===== src/hw/rtl/text_sprite_command_port_macros.svh =====
// Assertion macros for the text and sprite command port.
// Depends on nothing; included by the top level, which asserts.
`ifndef TEXT_SPRITE_COMMAND_PORT_MACROS_SVH
`define TEXT_SPRITE_COMMAND_PORT_MACROS_SVH
`ifndef SYNTH
// Clocked assertion that is switched off while reset is applied.
`define TSP_ASSERT(label, clk, rstn, prop, msg) \
    label: assert property (@(posedge clk) disable iff (!rstn) prop) else $error(msg);
// Clocked assertion that is checked during reset as well.
`define TSP_ASSERT_ALWAYS(label, clk, prop, msg) \
    label: assert property (@(posedge clk) prop) else $error(msg);
`else
`define TSP_ASSERT(label, clk, rstn, prop, msg)
`define TSP_ASSERT_ALWAYS(label, clk, prop, msg)
`endif
`endif


===== src/hw/rtl/tsp_pkg.sv =====
// Shared types and constants of the text and sprite command port.
// No dependencies; used by every module of the block.
package tsp_pkg;

    // Port selector of one bus access.
    localparam logic [1:0] PORT_CMD    = 2'd0;
    localparam logic [1:0] PORT_PARAM  = 2'd1;
    localparam logic [1:0] PORT_STATUS = 2'd2;
    localparam logic [1:0] PORT_UNUSED = 2'd3;

    // Command bytes.
    localparam logic [7:0] OP_TIMING_SET    = 8'h10;
    localparam logic [7:0] OP_TEXT_ENABLE   = 8'h12;
    localparam logic [7:0] OP_TEXT_FORMAT   = 8'h14;
    localparam logic [7:0] OP_CURSOR_SET    = 8'h15;
    localparam logic [7:0] OP_SPRITE_ENABLE = 8'h82;
    localparam logic [7:0] OP_SPRITE_LOAD   = 8'h84;

    // Parameter byte counts.
    localparam logic [3:0] SYNC_BYTES   = 4'd14;
    localparam logic [3:0] DSPON_BYTES  = 4'd3;
    localparam logic [3:0] DSPDEF_BYTES = 4'd6;
    localparam logic [3:0] CURDEF_BYTES = 4'd1;
    localparam logic [3:0] SPRON_BYTES  = 4'd3;

    // Parameter slots that feed display registers.
    localparam logic [3:0] SLOT_0      = 4'd0;
    localparam logic [3:0] SLOT_1      = 4'd1;
    localparam logic [3:0] SLOT_3      = 4'd3;
    localparam logic [3:0] SLOT_LINES  = 4'd10;
    localparam logic [3:0] SLOT_LINES8 = 4'd11;

    // Parameter port modes.
    localparam logic [1:0] MODE_NOP        = 2'd0;
    localparam logic [1:0] MODE_COLLECT    = 2'd1;
    localparam logic [1:0] MODE_SPR_BEGIN  = 2'd2;
    localparam logic [1:0] MODE_SPR_STREAM = 2'd3;

    // Pending command codes.
    localparam logic [2:0] DO_SYNC   = 3'd0;
    localparam logic [2:0] DO_DSPON  = 3'd1;
    localparam logic [2:0] DO_DSPDEF = 3'd2;
    localparam logic [2:0] DO_CURDEF = 3'd3;
    localparam logic [2:0] DO_SPRON  = 3'd4;

    // Text memory operations.
    localparam logic [1:0] MEM_NONE  = 2'd0;
    localparam logic [1:0] MEM_WRITE = 2'd1;
    localparam logic [1:0] MEM_SET   = 2'd2;
    localparam logic [1:0] MEM_CLEAR = 2'd3;

    localparam logic [7:0] BUSY_FLAG     = 8'h04;
    localparam logic [7:0] STATUS_VBLANK = 8'h40;
    localparam logic [7:0] UNUSED_READ   = 8'hff;
    localparam logic [7:0] CURSOR_MASK   = 8'h02;

    // Decoded command byte.
    typedef struct packed {
        logic       collect;
        logic       spr_begin;
        logic [3:0] bytes;
        logic [2:0] pending;
    } cmd_dec_t;

    // One result item.
    typedef struct packed {
        logic [7:0]  read_data;
        logic [1:0]  mem_op;
        logic [15:0] mem_addr;
        logic [7:0]  mem_data;
        logic        display_on;
        logic        sprites_on;
        logic [15:0] text_table_base;
        logic [15:0] sprite_table_base;
        logic [15:0] attr_offset;
        logic [8:0]  line_height;
        logic [8:0]  screen_lines;
        logic        lines_changed;
    } result_t;

endpackage


===== src/hw/rtl/tsp_cmd_decode.sv =====
// Command byte decoder of the text and sprite command port.
// Depends on tsp_pkg.
module tsp_cmd_decode (
    input  logic [7:0]        cmd_byte,
    output tsp_pkg::cmd_dec_t dec
);

    always_comb begin
        dec = '0;
        unique case (cmd_byte)
            tsp_pkg::OP_TIMING_SET: begin
                dec.collect = 1'b1;
                dec.bytes   = tsp_pkg::SYNC_BYTES;
                dec.pending = tsp_pkg::DO_SYNC;
            end
            tsp_pkg::OP_TEXT_ENABLE: begin
                dec.collect = 1'b1;
                dec.bytes   = tsp_pkg::DSPON_BYTES;
                dec.pending = tsp_pkg::DO_DSPON;
            end
            tsp_pkg::OP_TEXT_FORMAT: begin
                dec.collect = 1'b1;
                dec.bytes   = tsp_pkg::DSPDEF_BYTES;
                dec.pending = tsp_pkg::DO_DSPDEF;
            end
            tsp_pkg::OP_CURSOR_SET: begin
                dec.collect = 1'b1;
                dec.bytes   = tsp_pkg::CURDEF_BYTES;
                dec.pending = tsp_pkg::DO_CURDEF;
            end
            tsp_pkg::OP_SPRITE_ENABLE: begin
                dec.collect = 1'b1;
                dec.bytes   = tsp_pkg::SPRON_BYTES;
                dec.pending = tsp_pkg::DO_SPRON;
            end
            tsp_pkg::OP_SPRITE_LOAD: begin
                dec.spr_begin = 1'b1;
            end
            default: begin
                dec = '0;
            end
        endcase
    end

endmodule


===== src/hw/rtl/tsp_core.sv =====
// Command state and display registers of the text and sprite command port.
// Depends on tsp_pkg and tsp_cmd_decode.
module tsp_core (
    input  logic              aclk,
    input  logic              aresetn,
    input  logic              step,
    input  logic [1:0]        command,
    input  logic [7:0]        data_byte,
    input  logic              vblank,
    output tsp_pkg::result_t  result
);

    tsp_pkg::cmd_dec_t dec;

    logic        busy_reg, busy_next;
    logic [1:0]  mode_reg, mode_next;
    logic [2:0]  pending_reg, pending_next;
    logic [3:0]  bytes_reg, bytes_next;
    logic [3:0]  slot_reg, slot_next;
    logic [15:0] offset_reg, offset_next;
    logic [7:0]  p0_reg, p0_next;
    logic [7:0]  p1_reg, p1_next;
    logic [7:0]  p3_reg, p3_next;
    logic [7:0]  p10_reg, p10_next;
    logic [7:0]  p11_reg, p11_next;
    logic [7:0]  text_reg, text_next;
    logic [7:0]  spr_reg, spr_next;
    logic [15:0] attr_reg, attr_next;
    logic [8:0]  lh_reg, lh_next;
    logic [8:0]  lines_reg, lines_next;
    logic        dspon_reg, dspon_next;
    logic        spron_reg, spron_next;
    logic [8:0]  lines_new;

    tsp_cmd_decode u_decode (
        .cmd_byte (data_byte),
        .dec      (dec)
    );

    always_comb begin
        busy_next    = busy_reg;
        mode_next    = mode_reg;
        pending_next = pending_reg;
        bytes_next   = bytes_reg;
        slot_next    = slot_reg;
        offset_next  = offset_reg;
        p0_next      = p0_reg;
        p1_next      = p1_reg;
        p3_next      = p3_reg;
        p10_next     = p10_reg;
        p11_next     = p11_reg;
        text_next    = text_reg;
        spr_next     = spr_reg;
        attr_next    = attr_reg;
        lh_next      = lh_reg;
        lines_next   = lines_reg;
        dspon_next   = dspon_reg;
        spron_next   = spron_reg;
        result       = '0;
        lines_new    = '0;

        unique case (command)
            tsp_pkg::PORT_CMD: begin
                slot_next = '0;
                busy_next = 1'b1;
                if (dec.collect) begin
                    bytes_next   = dec.bytes;
                    pending_next = dec.pending;
                    mode_next    = tsp_pkg::MODE_COLLECT;
                end else if (dec.spr_begin) begin
                    mode_next = tsp_pkg::MODE_SPR_BEGIN;
                end else begin
                    mode_next = tsp_pkg::MODE_NOP;
                    busy_next = 1'b0;
                end
            end
            tsp_pkg::PORT_PARAM: begin
                unique case (mode_reg)
                    tsp_pkg::MODE_COLLECT: begin
                        if (bytes_reg != 4'd0) begin
                            // Only the slots that some command reads are kept.
                            unique case (slot_reg)
                                tsp_pkg::SLOT_0:      p0_next  = data_byte;
                                tsp_pkg::SLOT_1:      p1_next  = data_byte;
                                tsp_pkg::SLOT_3:      p3_next  = data_byte;
                                tsp_pkg::SLOT_LINES:  p10_next = data_byte;
                                tsp_pkg::SLOT_LINES8: p11_next = data_byte;
                                default: begin
                                end
                            endcase
                            slot_next  = slot_reg + 4'd1;
                            bytes_next = bytes_reg - 4'd1;
                            if (bytes_reg == 4'd1) begin
                                mode_next = tsp_pkg::MODE_NOP;
                                busy_next = 1'b0;
                                unique case (pending_reg)
                                    tsp_pkg::DO_SYNC: begin
                                        lines_new = {p11_next[6], p10_next};
                                        if (lines_new != lines_reg) begin
                                            lines_next           = lines_new;
                                            result.lines_changed = 1'b1;
                                        end
                                    end
                                    tsp_pkg::DO_DSPON: begin
                                        text_next  = p0_next;
                                        dspon_next = 1'b1;
                                    end
                                    tsp_pkg::DO_DSPDEF: begin
                                        attr_next = {p1_next, p0_next};
                                        lh_next   = {1'b0, p3_next} + 9'd1;
                                    end
                                    tsp_pkg::DO_CURDEF: begin
                                        result.mem_addr = {spr_reg, 8'h00}
                                                        + {8'h00, p0_next[7:3], 3'b001};
                                        result.mem_data = tsp_pkg::CURSOR_MASK;
                                        result.mem_op   = p0_next[1] ? tsp_pkg::MEM_SET
                                                                     : tsp_pkg::MEM_CLEAR;
                                    end
                                    tsp_pkg::DO_SPRON: begin
                                        spr_next   = p0_next;
                                        spron_next = 1'b1;
                                    end
                                    default: begin
                                    end
                                endcase
                            end
                        end
                    end
                    tsp_pkg::MODE_SPR_BEGIN: begin
                        offset_next = {8'h00, data_byte};
                        mode_next   = tsp_pkg::MODE_SPR_STREAM;
                    end
                    tsp_pkg::MODE_SPR_STREAM: begin
                        result.mem_op   = tsp_pkg::MEM_WRITE;
                        result.mem_addr = {spr_reg, 8'h00} + offset_reg;
                        result.mem_data = data_byte;
                        offset_next     = offset_reg + 16'd1;
                    end
                    default: begin
                    end
                endcase
            end
            tsp_pkg::PORT_STATUS: begin
                result.read_data = (busy_reg ? tsp_pkg::BUSY_FLAG : 8'h00)
                                 | (vblank ? tsp_pkg::STATUS_VBLANK : 8'h00);
            end
            default: begin
                result.read_data = tsp_pkg::UNUSED_READ;
            end
        endcase

        // Register fields show their values after this item.
        result.display_on        = dspon_next;
        result.sprites_on        = spron_next;
        result.text_table_base   = {text_next, 8'h00};
        result.sprite_table_base = {spr_next, 8'h00};
        result.attr_offset       = attr_next;
        result.line_height       = lh_next;
        result.screen_lines      = lines_next;
    end

    always_ff @(posedge aclk) begin
        if (!aresetn) begin
            busy_reg    <= 1'b0;
            mode_reg    <= tsp_pkg::MODE_NOP;
            pending_reg <= tsp_pkg::DO_SYNC;
            bytes_reg   <= '0;
            slot_reg    <= '0;
            offset_reg  <= '0;
            text_reg    <= '0;
            spr_reg     <= '0;
            attr_reg    <= '0;
            lh_reg      <= '0;
            lines_reg   <= '0;
            dspon_reg   <= 1'b0;
            spron_reg   <= 1'b0;
        end else if (step) begin
            busy_reg    <= busy_next;
            mode_reg    <= mode_next;
            pending_reg <= pending_next;
            bytes_reg   <= bytes_next;
            slot_reg    <= slot_next;
            offset_reg  <= offset_next;
            text_reg    <= text_next;
            spr_reg     <= spr_next;
            attr_reg    <= attr_next;
            lh_reg      <= lh_next;
            lines_reg   <= lines_next;
            dspon_reg   <= dspon_next;
            spron_reg   <= spron_next;
        end
    end

    // Parameter bytes are always written before a command reads them.
    always_ff @(posedge aclk) begin
        if (step) begin
            p0_reg  <= p0_next;
            p1_reg  <= p1_next;
            p3_reg  <= p3_next;
            p10_reg <= p10_next;
            p11_reg <= p11_next;
        end
    end

endmodule


===== src/hw/rtl/text_sprite_command_port.sv =====
// Text and sprite display command port: one bus access in, one result out.
// An input transfer carries the port selector in s_axis_tuser and the byte
// and blanking level in s_axis_tdata. Command bytes start a command, bytes
// on the parameter port are collected, and the last one updates the display
// registers or issues a text memory operation.
// Each input transfer yields exactly one output transfer, through the input
// register and then the output register. While the receiver is ready, the
// block accepts one transfer per cycle: an input register feeds the command
// logic, whose result lands in an output register, and both advance together.
// When the receiver stalls, the output register holds its transfer and one
// more item waits in the input register; then s_axis_tready drops.
// Reset (aresetn low, synchronous) clears busy, the parameter state and the
// display registers, and empties both pipeline registers.
// Depends on tsp_pkg, tsp_core, tsp_cmd_decode and the assertion macros.
`include "text_sprite_command_port_macros.svh"

module text_sprite_command_port (
    input  logic         aclk,
    input  logic         aresetn,
    input  logic         s_axis_tvalid,
    output logic         s_axis_tready,
    // [7:0] data_byte, [8] vblank, [15:9] zero
    input  logic [15:0]  s_axis_tdata,
    // [1:0] command
    input  logic [1:0]   s_axis_tuser,
    output logic         m_axis_tvalid,
    input  logic         m_axis_tready,
    // [7:0] read_data, [23:8] mem_addr, [31:24] mem_data, [32] display_on,
    // [33] sprites_on, [49:34] text_table_base, [65:50] sprite_table_base,
    // [81:66] attr_offset, [90:82] line_height, [99:91] screen_lines,
    // [100] lines_changed, [103:101] zero
    output logic [103:0] m_axis_tdata,
    // [1:0] mem_op
    output logic [1:0]   m_axis_tuser
);

    // Input register.
    logic        in_valid_reg;
    logic [1:0]  in_cmd_reg;
    logic [7:0]  in_data_reg;
    logic        in_vb_reg;

    // Output register.
    logic              out_valid_reg;
    tsp_pkg::result_t  out_res_reg;
    tsp_pkg::result_t  res_next;

    logic advance;
    logic step;

    // The output register can take a new result when it is empty or its
    // transfer completes in this cycle.
    assign advance       = !out_valid_reg || m_axis_tready;
    assign step          = in_valid_reg && advance;
    assign s_axis_tready = !in_valid_reg || advance;

    always_ff @(posedge aclk) begin
        if (!aresetn) begin
            in_valid_reg <= 1'b0;
        end else if (s_axis_tready) begin
            in_valid_reg <= s_axis_tvalid;
        end
    end

    always_ff @(posedge aclk) begin
        if (s_axis_tready && s_axis_tvalid) begin
            in_cmd_reg  <= s_axis_tuser;
            in_data_reg <= s_axis_tdata[7:0];
            in_vb_reg   <= s_axis_tdata[8];
        end
    end

    tsp_core u_core (
        .aclk      (aclk),
        .aresetn   (aresetn),
        .step      (step),
        .command   (in_cmd_reg),
        .data_byte (in_data_reg),
        .vblank    (in_vb_reg),
        .result    (res_next)
    );

    always_ff @(posedge aclk) begin
        if (!aresetn) begin
            out_valid_reg <= 1'b0;
        end else if (advance) begin
            out_valid_reg <= in_valid_reg;
        end
    end

    always_ff @(posedge aclk) begin
        if (step) begin
            out_res_reg <= res_next;
        end
    end

    assign m_axis_tvalid = out_valid_reg;
    assign m_axis_tuser  = out_res_reg.mem_op;
    assign m_axis_tdata  = {3'b000,
                            out_res_reg.lines_changed,
                            out_res_reg.screen_lines,
                            out_res_reg.line_height,
                            out_res_reg.attr_offset,
                            out_res_reg.sprite_table_base,
                            out_res_reg.text_table_base,
                            out_res_reg.sprites_on,
                            out_res_reg.display_on,
                            out_res_reg.mem_data,
                            out_res_reg.mem_addr,
                            out_res_reg.read_data};

    // A line count change only comes from a parameter write, never with a
    // memory operation.
    `TSP_ASSERT(a_changed_no_mem, aclk, aresetn, (m_axis_tvalid && out_res_reg.lines_changed) |-> (out_res_reg.mem_op == tsp_pkg::MEM_NONE), "lines_changed together with a memory operation")
    // Cursor set and clear always use the cursor bit mask.
    `TSP_ASSERT(a_cursor_mask, aclk, aresetn, (m_axis_tvalid && (out_res_reg.mem_op == tsp_pkg::MEM_SET || out_res_reg.mem_op == tsp_pkg::MEM_CLEAR)) |-> (out_res_reg.mem_data == tsp_pkg::CURSOR_MASK), "cursor operation with wrong mask")
    // Read data and memory operations come from different ports.
    `TSP_ASSERT(a_read_no_mem, aclk, aresetn, (m_axis_tvalid && out_res_reg.read_data != 8'h00) |-> (out_res_reg.mem_op == tsp_pkg::MEM_NONE), "read data together with a memory operation")
    // With the output register empty the input side never stalls.
    `TSP_ASSERT(a_ready_when_empty, aclk, aresetn, !out_valid_reg |-> s_axis_tready, "input stalled while the output register is empty")
    // Reset empties the output register.
    `TSP_ASSERT_ALWAYS(a_reset_empty, aclk, !aresetn |=> !m_axis_tvalid, "output valid after reset")

endmodule

===== config.mk =====
export PLATFORM = sky130hd
export DESIGN_NAME = text_sprite_command_port
export DESIGN_NICKNAME = d
export VERILOG_FILES = /design/src/hw/rtl/tsp_pkg.sv /design/src/hw/rtl/tsp_cmd_decode.sv /design/src/hw/rtl/tsp_core.sv /design/src/hw/rtl/text_sprite_command_port.sv
export VERILOG_INCLUDE_DIRS = /design/src /design/src/hw/rtl
export SDC_FILE = /design/constraint.sdc
export NUM_CORES = 1
export LEC_CHECK = 0
export BUFFER_PORTS_ARGS = -buffer_cell sky130_fd_sc_hd__buf_2
export CAP_MARGIN = 30
export CORE_ASPECT_RATIO = 0.5
export CORE_MARGIN = 2
export CORE_UTILIZATION = 62
export DETAILED_ROUTE_END_ITERATION = 8
export GPL_TIMING_DRIVEN = 0
export HOLD_SLACK_MARGIN = 0.15
export PLACE_DENSITY = 0.82
export SLEW_MARGIN = 20
export SYNTH_ARGS = -nofsm -noshare
export SYNTH_HDL_FRONTEND = slang
export SYNTH_SLANG_ARGS = --single-unit

===== constraint.sdc =====
create_clock -name aclk -period 9.3 [get_ports aclk]
set_input_delay 1.86 -clock aclk [delete_from_list [all_inputs] [get_ports aclk]]
set_output_delay 1.86 -clock aclk [all_outputs]
set_load 0.005 [all_outputs]

==> results.json <==
{
  "fmax_ghz": 0.236,
  "cp-end-kind": "output port",
  "setup_violations": 0,
  "ys.flop_type": "edfxtp_1",
  "final_area_sq_um": 11200,
  "critPathRequiredTime_ns": 7.44,
  "min_period_over_period_pct": 45.5,
  "core_area_sq_um": 15300,
  "rows": 32,
  "io_buffers": 103,
  "cellLeakagePower_nw": 4.34,
  "placed_area_sq_um": 10600,
  "drive_above_1_share_pct": 24.3,
  "synth_area_leaders": "edfxtp_1 39%, dfxtp_1 17%, mux2_2 7.3%, nand2_1 4.2%, a21oi_1 2.7%",
  "synth_seq_cells": 210,
  "synth_edf_count": 126,
  "min_period_ns": 4.23,
  "h-tree-depth": 1,
  "finClkSkew_ns": 0.0116,
  "synthesis.area_sq_um": 9700,
  "yosysUniqueCellTypes": 68,
  "synthCells": 873,
  "yosysTopAreaCellShare_pct": 39.0,
  "finalMaxSlewViolations": 0,
  "utilization_pct": 73.0,
  "num_vias": 7206,
  "switching_power_mw": 0.400,
  "routed_wirelength_microns": 22300,
  "drt_iter0_markers": 587,
  "antenna_found_initial": 0,
  "yosysWarnings": 0,
  "power_frac_comb_pct": 4.6,
  "setup.worst_path.start_class": "primary input",
  "pwr_density_cell_nw_per_um2": 167,
  "switching_share_pct": 21.4,
  "synthToLayoutAreaGrowth_pct": 15.4,
  "dieArea_sq_um": 16700,
  "overflow": 0,
  "grtUsageTotal_pct": 26.4,
  "cts.clk_slew.worst_paths_ns": 0.06,
  "synth.largest_area_cell": "edfxtp_1",
  "finalSetupTns_ns": 0,
  "cts.root.buffer_cell": "clkbuf_16",
  "cp.arrival_ns": 2.37,
  "wl_per_cell_microns": 18.1,
  "grt_pass1_vias": 6855,
  "cts_inserted_buffers": 19,
  "post_cts_buffers": 0,
  "cts_hold_buffers": 0,
  "async_reset_ff_share_pct": 0,
  "hold_viol": 0,
  "synth_area_per_cell_sq_um": 11.1,
  "gp_congestion": 0.885,
  "tightest_slew_ns": 1.01,
  "cts_tree": "built",
  "hold_path.class": "reg -> reg",
  "ir_drop_mv": 0.0946,
  "die_h_microns": 92.4,
  "status": "complete, no violations",
  "power.internal_mw": 1.47,
  "critPathKind": "in -> out",
  "ios": 130,
  "initial_utilization_pct": 63.3,
  "diodes": 0,
  "drtAntennaViolNets": 0,
  "maxSlewHeadroom_pct": 32.5,
  "pwr-share-clk_pct": 41.5,
  "worstSkewPairLatency_ns": 0.49,
  "worstPathMaxFanout": 3,
  "fin_nets": 1056,
  "maxCapViolCount": 0,
  "grt_pass1_wl_microns": 35100,
  "cts.path.max_buffers": 3,
  "rsz0062_at_grt": "false",
  "routed_via_density": 5.84,
  "drtPass1Iterations": 5,
  "die_w_microns": 181,
  "dp_hpwl_microns": 15000,
  "largest_reg_flops": 80,
  "cts_resized": 0,
  "clock_sinks": 210,
  "grt_max_degree": 53,
  "seq_area_frac_synth_pct": 56.3,
  "seqPwrFrac_pct": 53.9,
  "drc": 0
}
## synth_stat cells (5+ instances only)
cell type / instances
a21o_1: 5
a21oi_1: 53
a22oi_1: 12
and3_1: 13
buf_2: 5
buf_4: 25
clkbuf_1: 34
dfxtp_1: 84
edfxtp_1: 126
ha_1: 16
inv_1: 23
mux2_2: 63
mux2i_1: 20
nand2_1: 109
nand3_1: 18
nand4_1: 9
nor2_1: 69
nor2b_1: 6
nor3_1: 27
o211ai_1: 12
o21ai_0: 17
o21bai_1: 8
o31ai_1: 12
xnor2_1: 13
xor2_1: 15
## placed cells by master (no fill, tap or decap), drive strengths merged, types with 8 or more instances in the layout
cell and count:
xnor2 13, o31ai 12, mux2i 21, dfxtp 84
clkbuf 58, ha 16, buf 140, xor2 15
mux2 65, edfxtp 126, o21ai 18, and3 13
inv 24, nor3 28, o21bai 8, a22oi 12
nor2 70, conb 19, o211ai 12, nand2 109
nand3 18, a21oi 53, nand4 9
## routing by layer
layer,GRT usage [%],routed length (microns),vias to the layer above
li1,-,-,3389
met1,36.9,9770,3477
met2,43.2,10500,301
met3,4.48,1680,39
met4,7.19,391,0
met5,0,0,-
## stage by stage
stage	hold WS, ns	setup WS, ns	std cells	total power, mW
after detailed placement	0.446	5.07	1200	1.11
after global placement	0.437	3.03	1198	1.11
final	0.454	5.07	1233	1.87
after floorplan	0.432	4.18	891	1.08
after CTS	0.456	5.07	1233	1.87
after global routing	0.477	5.00	1233	1.92
## area by class of cell
cell class	instances	area, sq um
clock inverter	9	98.8
tap	204	255
sequential	210	5470
multi-input combinational	587	3840
buffer	69	378
clock buffer	24	504
inverter	25	93.8
fill	1095	4140
timing repair buffer	105	556
## final timing paths
kind                            start                  to  slack, ns  cells past startpoint
setup reg to reg  u_core.bytes_reg[1]    m_axis_tdata[11]       6.21                      8
setup / recovery        m_axis_tready       s_axis_tready       5.07                      4
hold reg to reg    u_core.text_reg[1]  u_core.text_reg[1]       0.45                      2
hold / removal     u_core.text_reg[1]  u_core.text_reg[1]       0.45                      2
## critical path: stages
cell and delay, ns:
buf_2 0.10, nor2b_1 0.17, nand2_1 0.10, buf_2 0.13
## cell families (layout without fill, tap and decap cells)
family / after synthesis / in the layout / synth area share [%]
adder cells (fa/ha/maj): 17 / 17 / 2.27
AND/OR/NAND/NOR: 289 / 289 / 14.2
XOR/XNOR: 28 / 28 / 2.53
buffers and inverters: 94 / 232 / 4.82
multiplexers: 86 / 86 / 9.83
other: 1 / 19 / 0.0387
flip-flops: 210 / 210 / 56.3
AO/OA/AOI/OAI: 148 / 148 / 9.96
## power groups by stage
stage / Sequential, mW / Clock [mW] / Combinational [mW]
2_1_floorplan: 1.03 / 0 / 0.0462
3_3_place_gp: 1.03 / 0 / 0.0811
3_5_place_dp: 1.03 / 0 / 0.0842
4_1_cts: 1.01 / 0.781 / 0.0848
5_1_grt: 1.01 / 0.819 / 0.0925
6_report: 1.01 / 0.775 / 0.0858
No activity file was read; power rests on OpenSTA's default activity.
